## config.mk

```make
export PLATFORM = sky130hd
export DESIGN_NAME = clipped_circle_point_generator_top
export DESIGN_NICKNAME = d
export VERILOG_FILES = /design/src/hdl/ccpg_pkg.sv /design/src/hdl/ccpg_step.sv /design/src/hdl/ccpg_emit.sv /design/src/hdl/clipped_circle_point_generator_top.sv
export SDC_FILE = /design/constraint.sdc
export NUM_CORES = 1
export LEC_CHECK = 0
export BUFFER_PORTS_ARGS = -buffer_cell sky130_fd_sc_hd__buf_2
export CAP_MARGIN = 15
export CORE_MARGIN = 1
export CORE_UTILIZATION = 42
export CTS_BUF_LIST = sky130_fd_sc_hd__clkbuf_16
export CTS_CLUSTER_SIZE = 10
export DETAILED_ROUTE_END_ITERATION = 8
export GPL_TIMING_DRIVEN = 1
export PLACE_DENSITY = 0.59
export RECOVER_POWER = 50
export SLEW_MARGIN = 20
export SYNTH_ARGS = -nofsm -noshare
export SYNTH_HDL_FRONTEND = slang
export SYNTH_SLANG_ARGS = --single-unit
```

## constraint.sdc

```tcl
create_clock -name clk_i -period 5.5 [get_ports clk_i]
set_input_delay 1.1 -clock clk_i [delete_from_list [all_inputs] [get_ports clk_i]]
set_output_delay 1.1 -clock clk_i [all_outputs]
set_load 0.02 [all_outputs]
```

## src/hdl/ccpg_pkg.sv

```systemverilog
package ccpg_pkg;

  localparam int unsigned SCREEN_W = 240;
  localparam int unsigned SCREEN_H = 320;
  localparam int unsigned NUM_PTS  = 8;

  typedef enum logic {
    CMD_START = 1'b0,
    CMD_STEP  = 1'b1
  } cmd_e;

  // on start only the four axis slots carry distinct points
  localparam logic [NUM_PTS-1:0] START_SLOTS = 8'b0011_0101;

  typedef struct packed {
    logic [NUM_PTS-1:0][9:0] px;
    logic [NUM_PTS-1:0][9:0] py;
    logic [NUM_PTS-1:0]      mask;
    logic [15:0]             color;
    logic                    finished;
  } batch_t;

  function automatic logic on_screen(logic [11:0] x, logic [11:0] y);
    on_screen = !x[11] && !y[11] && (32'(x[10:0]) < SCREEN_W) && (32'(y[10:0]) < SCREEN_H);
  endfunction

endpackage

```

## src/hdl/ccpg_step.sv

```systemverilog
module ccpg_step (
  input  logic                clk_i,
  input  logic                rst_ni,
  input  logic                accept_i,
  input  ccpg_pkg::cmd_e      cmd_i,
  input  logic [10:0]         center_x_i,
  input  logic [10:0]         center_y_i,
  input  logic [9:0]          radius_i,
  input  logic [15:0]         pen_color_i,
  output ccpg_pkg::batch_t    batch_o
);

  logic [10:0] cx_q, cx_d, cy_q, cy_d;
  logic [10:0] minor_q, minor_d, major_q, major_d;
  logic [15:0] dec_q, dec_d;
  logic [15:0] color_q, color_d;
  logic        active_q, active_d;

  logic        start;
  logic [10:0] xn, yn;
  logic [11:0] diff;
  logic [15:0] inc_a, inc_b;
  logic [10:0] cen_x, cen_y, u, v;
  logic [11:0] ex, ey, eu, ev;
  logic [11:0] xpu, xmu, xpv, xmv, ypu, ymu, ypv, ymv;
  logic [ccpg_pkg::NUM_PTS-1:0][11:0] ptx, pty;
  logic [ccpg_pkg::NUM_PTS-1:0] vis;

  always_comb begin
    start = (cmd_i == ccpg_pkg::CMD_START);
    xn    = minor_q + 11'd1;
    yn    = dec_q[15] ? major_q : major_q - 11'd1;
    diff  = {1'b0, minor_q} - {1'b0, major_q};
    inc_a = {3'b000, minor_q, 2'b00} + 16'd6;
    inc_b = {{2{diff[11]}}, diff, 2'b00} + 16'd10;

    cx_d     = cx_q;
    cy_d     = cy_q;
    minor_d  = minor_q;
    major_d  = major_q;
    dec_d    = dec_q;
    color_d  = color_q;
    active_d = active_q;
    if (start) begin
      cx_d     = center_x_i;
      cy_d     = center_y_i;
      minor_d  = '0;
      major_d  = {1'b0, radius_i};
      dec_d    = 16'd3 - {5'b00000, radius_i, 1'b0};
      color_d  = pen_color_i;
      active_d = (radius_i > 10'd1);
    end else if (active_q) begin
      minor_d  = xn;
      major_d  = yn;
      dec_d    = dec_q + (dec_q[15] ? inc_a : inc_b);
      active_d = (xn < yn);
    end
  end

  always_comb begin
    cen_x = start ? center_x_i : cx_q;
    cen_y = start ? center_y_i : cy_q;
    u     = start ? 11'd0 : xn;
    v     = start ? {1'b0, radius_i} : yn;
    ex    = {cen_x[10], cen_x};
    ey    = {cen_y[10], cen_y};
    eu    = {1'b0, u};
    ev    = {1'b0, v};
    xpu = ex + eu;
    xmu = ex - eu;
    xpv = ex + ev;
    xmv = ex - ev;
    ypu = ey + eu;
    ymu = ey - eu;
    ypv = ey + ev;
    ymv = ey - ev;
    ptx[0] = xpu; pty[0] = ypv;
    ptx[1] = xmu; pty[1] = ypv;
    ptx[2] = xpu; pty[2] = ymv;
    ptx[3] = xmu; pty[3] = ymv;
    ptx[4] = xpv; pty[4] = ypu;
    ptx[5] = xmv; pty[5] = ypu;
    ptx[6] = xpv; pty[6] = ymu;
    ptx[7] = xmv; pty[7] = ymu;
    for (int k = 0; k < ccpg_pkg::NUM_PTS; k++) begin
      vis[k]         = ccpg_pkg::on_screen(ptx[k], pty[k]);
      batch_o.px[k]  = ptx[k][9:0];
      batch_o.py[k]  = pty[k][9:0];
    end
    if (start) begin
      batch_o.mask = (radius_i != 10'd0) ? (vis & ccpg_pkg::START_SLOTS) : '0;
    end else begin
      batch_o.mask = active_q ? vis : '0;
    end
    batch_o.color    = start ? pen_color_i : color_q;
    batch_o.finished = !active_d;
  end

  always_ff @(posedge clk_i or negedge rst_ni) begin
    if (!rst_ni) begin
      cx_q     <= '0;
      cy_q     <= '0;
      minor_q  <= '0;
      major_q  <= '0;
      dec_q    <= '0;
      color_q  <= '0;
      active_q <= 1'b0;
    end else if (accept_i) begin
      cx_q     <= cx_d;
      cy_q     <= cy_d;
      minor_q  <= minor_d;
      major_q  <= major_d;
      dec_q    <= dec_d;
      color_q  <= color_d;
      active_q <= active_d;
    end
  end

endmodule

```

## src/hdl/ccpg_emit.sv

```systemverilog
module ccpg_emit (
  input  logic             clk_i,
  input  logic             rst_ni,
  input  logic             load_i,
  input  ccpg_pkg::batch_t batch_i,
  output logic             ready_o,
  output logic             busy_o,
  output logic             valid_o,
  input  logic             ready_i,
  output logic [9:0]       pixel_x_o,
  output logic [9:0]       pixel_y_o,
  output logic [15:0]      pixel_color_o,
  output logic             plot_o,
  output logic             last_o,
  output logic             finished_o
);

  ccpg_pkg::batch_t             batch_q;
  logic [ccpg_pkg::NUM_PTS-1:0] mask_q, sel, rest;
  logic                         marker_q;
  logic                         pop, last;
  logic [9:0]                   sx, sy;

  logic        out_valid_q;
  logic [9:0]  out_x_q, out_y_q;
  logic [15:0] out_color_q;
  logic        out_plot_q, out_last_q, out_fin_q;

  always_comb begin
    busy_o = (|mask_q) | marker_q;
    sel    = mask_q & (~mask_q + 8'd1);
    rest   = mask_q & ~sel;
    last   = (rest == '0);
    pop    = busy_o && (!out_valid_q || ready_i);
    sx     = '0;
    sy     = '0;
    for (int k = 0; k < ccpg_pkg::NUM_PTS; k++) begin
      sx = sx | (sel[k] ? batch_q.px[k] : 10'd0);
      sy = sy | (sel[k] ? batch_q.py[k] : 10'd0);
    end
    ready_o = !busy_o || (pop && last);
  end

  always_ff @(posedge clk_i or negedge rst_ni) begin
    if (!rst_ni) begin
      mask_q   <= '0;
      marker_q <= 1'b0;
    end else if (load_i) begin
      mask_q   <= batch_i.mask;
      marker_q <= (batch_i.mask == '0);
    end else if (pop) begin
      mask_q   <= rest;
      marker_q <= 1'b0;
    end
  end

  always_ff @(posedge clk_i) begin
    if (load_i) begin
      batch_q <= batch_i;
    end
  end

  always_ff @(posedge clk_i or negedge rst_ni) begin
    if (!rst_ni) begin
      out_valid_q <= 1'b0;
    end else if (pop) begin
      out_valid_q <= 1'b1;
    end else if (ready_i) begin
      out_valid_q <= 1'b0;
    end
  end

  always_ff @(posedge clk_i) begin
    if (pop) begin
      out_x_q     <= sx;
      out_y_q     <= sy;
      out_color_q <= marker_q ? 16'd0 : batch_q.color;
      out_plot_q  <= !marker_q;
      out_last_q  <= last;
      out_fin_q   <= batch_q.finished;
    end
  end

  assign valid_o       = out_valid_q;
  assign pixel_x_o     = out_x_q;
  assign pixel_y_o     = out_y_q;
  assign pixel_color_o = out_color_q;
  assign plot_o        = out_plot_q;
  assign last_o        = out_last_q;
  assign finished_o    = out_fin_q;

endmodule

```

## src/hdl/clipped_circle_point_generator_top.sv

```systemverilog
// Each accepted word is held in the point buffer, and its results leave through the output register.
// A word holds the point buffer until all of its results, one to eight, have drained through
// the single output register at one pixel per cycle, stalled while m_axis_tready is low.
// The next word can be accepted while the last result of a word enters the output register.
// Reset (rst_ni low, asynchronous) clears the circle state and drops any pending output.
module clipped_circle_point_generator_top (
  input  logic        clk_i,
  input  logic        rst_ni,
  input  logic        s_axis_tvalid,
  output logic        s_axis_tready,
  input  logic [47:0] s_axis_tdata,  // center_x[10:0], center_y[21:11], radius[31:22], pen_color[47:32]
  input  logic [0:0]  s_axis_tuser,  // command[0]
  output logic        m_axis_tvalid,
  input  logic        m_axis_tready,
  output logic [39:0] m_axis_tdata,  // pixel_x[9:0], pixel_y[19:10], pixel_color[35:20], finished[36], zero[39:37]
  output logic [0:0]  m_axis_tuser,  // plot[0]
  output logic        m_axis_tlast   // last_of_run
);

  ccpg_pkg::batch_t batch;
  logic             in_acc, emit_ready, emit_busy;
  logic [9:0]       pixel_x, pixel_y;
  logic [15:0]      pixel_color;
  logic             plot, finished;

  assign in_acc        = s_axis_tvalid && emit_ready;
  assign s_axis_tready = emit_ready;

  ccpg_step u_step (
    .clk_i       (clk_i),
    .rst_ni      (rst_ni),
    .accept_i    (in_acc),
    .cmd_i       (ccpg_pkg::cmd_e'(s_axis_tuser[0])),
    .center_x_i  (s_axis_tdata[10:0]),
    .center_y_i  (s_axis_tdata[21:11]),
    .radius_i    (s_axis_tdata[31:22]),
    .pen_color_i (s_axis_tdata[47:32]),
    .batch_o     (batch)
  );

  ccpg_emit u_emit (
    .clk_i         (clk_i),
    .rst_ni        (rst_ni),
    .load_i        (in_acc),
    .batch_i       (batch),
    .ready_o       (emit_ready),
    .busy_o        (emit_busy),
    .valid_o       (m_axis_tvalid),
    .ready_i       (m_axis_tready),
    .pixel_x_o     (pixel_x),
    .pixel_y_o     (pixel_y),
    .pixel_color_o (pixel_color),
    .plot_o        (plot),
    .last_o        (m_axis_tlast),
    .finished_o    (finished)
  );

  assign m_axis_tdata = {3'b000, finished, pixel_color, pixel_y, pixel_x};
  assign m_axis_tuser = plot;

  a_accept_busy : assert property (@(posedge clk_i) disable iff (!rst_ni)
    in_acc |=> emit_busy)
    else $error("accepted word left no pending result");

  a_marker_last : assert property (@(posedge clk_i) disable iff (!rst_ni)
    (m_axis_tvalid && !plot) |-> (m_axis_tlast && pixel_x == 10'd0 && pixel_y == 10'd0
                                  && pixel_color == 16'd0))
    else $error("marker word malformed");

  a_on_screen : assert property (@(posedge clk_i) disable iff (!rst_ni)
    (m_axis_tvalid && plot) |-> (32'(pixel_x) < ccpg_pkg::SCREEN_W
                                 && 32'(pixel_y) < ccpg_pkg::SCREEN_H))
    else $error("plotted pixel off screen");

endmodule
```

==> metrics.cfg <==
[cts]
cts_sinks=218
cts_root_buf=clkbuf_16
tritoncts=done
cts_hold_buf=0
path_clk_slew_ns=0.06
numCtsBuffers=27
cts_max_path_buffers=3
post-cts-setup-buffers=0
clk_latency_ns=0.54
cts_resized=0
htree_levels=1

[worst_setup_path]
r2r-start=u_step.minor_q[1]
cp_data_arrival_time_ns=5.64
reg2reg_depth=15
reg2reg_to=u_emit.marker_q
cp-endpoint=u_emit.marker_q
worstSetupEndpointType=flip-flop
cp-start-kind=input port
path_cells=buf_4, clkinv_1, nor2_1, ha_1, nor2b_1, o31ai_1, a21oi_1, a2111oi_0, nor3_1, mux2i_1, a2111oi_0, buf_4, a2bb2o_1, a32o_1
worstSetupPathType=input port to flip-flop
cp.required_ns=5.93
slowest_stage=a2111oi_0
critPathLaunch=s_axis_tuser
crit_path_max_incr_delay_ns=0.76
worstPathMaxFanout=13
rrSetupSlack_ns=0.51

[power]
p_seq_share_pct=31.2
p_int_w=0.00503
power_frac_clock_pct=19.9
power_density_mw_per_mm2=506
p_sw_w=0.00336
ir_drop_mv=0.301
swShare_pct=40.1
p_leak_nw=6.98
power_frac_comb_pct=48.9

[timing]
fin_ws_ns=0.289
setup_viol=0
max_freq_mhz=192
rsz0062_at_grt=false
slew_headroom_pct=-86.1
layout_min_cycle_time_ns=5.21
post-route-period-util_pct=94.7
tns_ns=0
hold_viol_final=0
whs_ns=0.440
finalMaxSlewViolations=44
skew_ns=0.0155
worstMarginPinSlew_ns=2.79

[final_layout]
antenna_cells=0
final_util_pct=47.8
layout-drive-gt1-share_pct=11.5
syn_to_final_growth_pct=11.7
layout_common_cells=139 x nand2_1, 132 x edfxtp_1, 127 x ha_1, 115 x nor2_1, 112 x inv_1
layout.nets=1789
fin_cells=2074
final_common_cell=nand2_1
fill_cells=3328

[grt]
antenna_found_initial=0
grt-ovfl-total=0
grt_start_max_net_pins=66
grt_pass1_vias=11283
grt_pass1_wl_mm=62.7
gr-usage-all-layers_pct=22.4

[die]
dieArea_mm2=0.0361
start_util_pct=42.8
core_area_mm2=0.0347
die_h_um=190
die-width_um=190
ios=97
core.rowCount=68

[yosys]
synth-edff-count=132
synth_warnings=0
synth_area_mm2=0.0149
yosysUniqueCellTypes=81
synthTopCellsByArea=edfxtp_1 27%, dfrtp_1 14%, ha_1 11%, mux2_2 4.8%, xnor2_1 4.6%
ys_seq_elements=218
async_flop_share_pct=39.4
yosys.area.top_type=edfxtp_1
netlist_instances=1501
postSynthAreaPerCell_um2=9.90
yosys.area.top_type_share_pct=26.7
synth_top_flop_cell=edfxtp_1
ys_seq_area_share_pct=41.2

[worst_hold_path]
min_path_type=flip-flop to flip-flop
hold_path_depth=0

[route]
drt_pass1_iterations=5
post_drt_wl_per_cell_um=19.6
routed_via_density=5.55
ant_nets=0
drt_wl_total_mm=40.7
vias=11512
first_iter_violations=948
drc=0

[placement]
globalplace.congestion=0.933
io_buffer_count=93
dpl.hpwl_mm=31.3
place_ws_ns=-0.176
dp.cells=2025

[status]
failed_checks=max-capacitance violations, max-slew violations
status=complete, but fails checks

[flow_run]
maxCapViolCount=1

-- power groups by stage --
stage                     Combinational, W  Clock [W]  Sequential (W)
final                              0.00411    0.00167         0.00262
after floorplan                    0.00298          0         0.00265
after detailed placement           0.00408          0         0.00265
after CTS                          0.00411    0.00171         0.00262
after global placement             0.00405          0         0.00263
after global routing               0.00453    0.00177         0.00268
-- metal layers --
layer  up-vias  wire (um)  global-route usage, %
li1       5606          -                      -
met1      5529      18000                   29.8
met5         -          0                      0
met3        60       2120                   2.66
met4         0       1010                   6.11
met2       317      19600                   38.4
-- kinds of logic after synthesis --
kind of cell | share of synthesized area (%)
adder cells (fa/ha/maj) | 12.1
multiplexers | 6.47
XOR/XNOR | 6.54
buffers and inverters | 4.46
AND/OR/NAND/NOR | 14.3
AO/OA/AOI/OAI | 14.9
other | 0.0252
flip-flops | 41.2
-- layout make-up --
cell class                 count  area, um^2  share of cell area (%)
timing repair buffer         122         624                    3.76
sequential                   218        6120                    36.8
multi-input combinational   1129        8090                    48.8
inverter                     101         379                    2.28
tap                          455         569                    3.43
clock buffer                  27         676                    4.07
clock inverter                22         141                   0.852
-- worst min path at each step --
stage | from | end | slack [ns]
after floorplan | u_emit.batch_q[0] | u_emit.finished_o | 0.40
after global placement | u_emit.batch_q[0] | u_emit.finished_o | 0.44
after detailed placement | u_emit.batch_q[0] | u_emit.finished_o | 0.44
after CTS | u_emit.batch_q[0] | u_emit.finished_o | 0.45
after global routing | u_emit.batch_q[0] | u_emit.finished_o | 0.45
final | u_emit.batch_q[0] | u_emit.finished_o | 0.44
-- synthesized netlist by cell type (all sizes together), types with 9 or more instances --
cell type / number
xor2: 33
nor3: 40
or3: 9
o31ai: 15
nand3: 23
dfrtp: 86
nor4: 13
edfxtp: 132
fa: 10
mux2i: 15
o21a: 13
a211oi: 10
ha: 127
a21o: 9
buf: 20
clkbuf: 35
inv: 98
nor2b: 35
nand2b: 24
o21ai: 107
a222oi: 18
xnor2: 78
a31oi: 12
a21oi: 84
nor2: 115
o21bai: 12
and3: 11
mux2: 71
nand2: 140
-- flip-flops by register name (all words and copies together), names as in the netlist, 11 cells and up --
| register | flops |
|---|---|
| u_emit.pixel_color_o | 16 |
| u_emit.batch_q | 93 |
| u_step.dec_q | 15 |
| u_step.minor_q | 11 |
| u_step.color_q | 16 |
| u_step.major_q | 11 |
| u_step.cy_q | 11 |
| u_step.cx_q | 11 |
-- worst max-delay path, delay by kind of cell --
kind / cells / cell delay [ns]
adders and majority gates: 1 / 0.31
and+or+nand+nor: 3 / 0.84
muxes: 1 / 0.15
AOI/OAI and AO/OA: 6 / 2.49
buffers and inverters: 3 / 0.75
-- stage by stage --
| step | cell area (um^2) | total power [W] |
|---|---|---|
| after floorplan | 14900 | 0.00563 |
| after detailed placement | 15900 | 0.00673 |
| final | 16600 | 0.00840 |
| after global placement | 15900 | 0.00668 |
| after CTS | 16700 | 0.00844 |
| after global routing | 16600 | 0.00899 |
(Power assumes the default switching activity.)
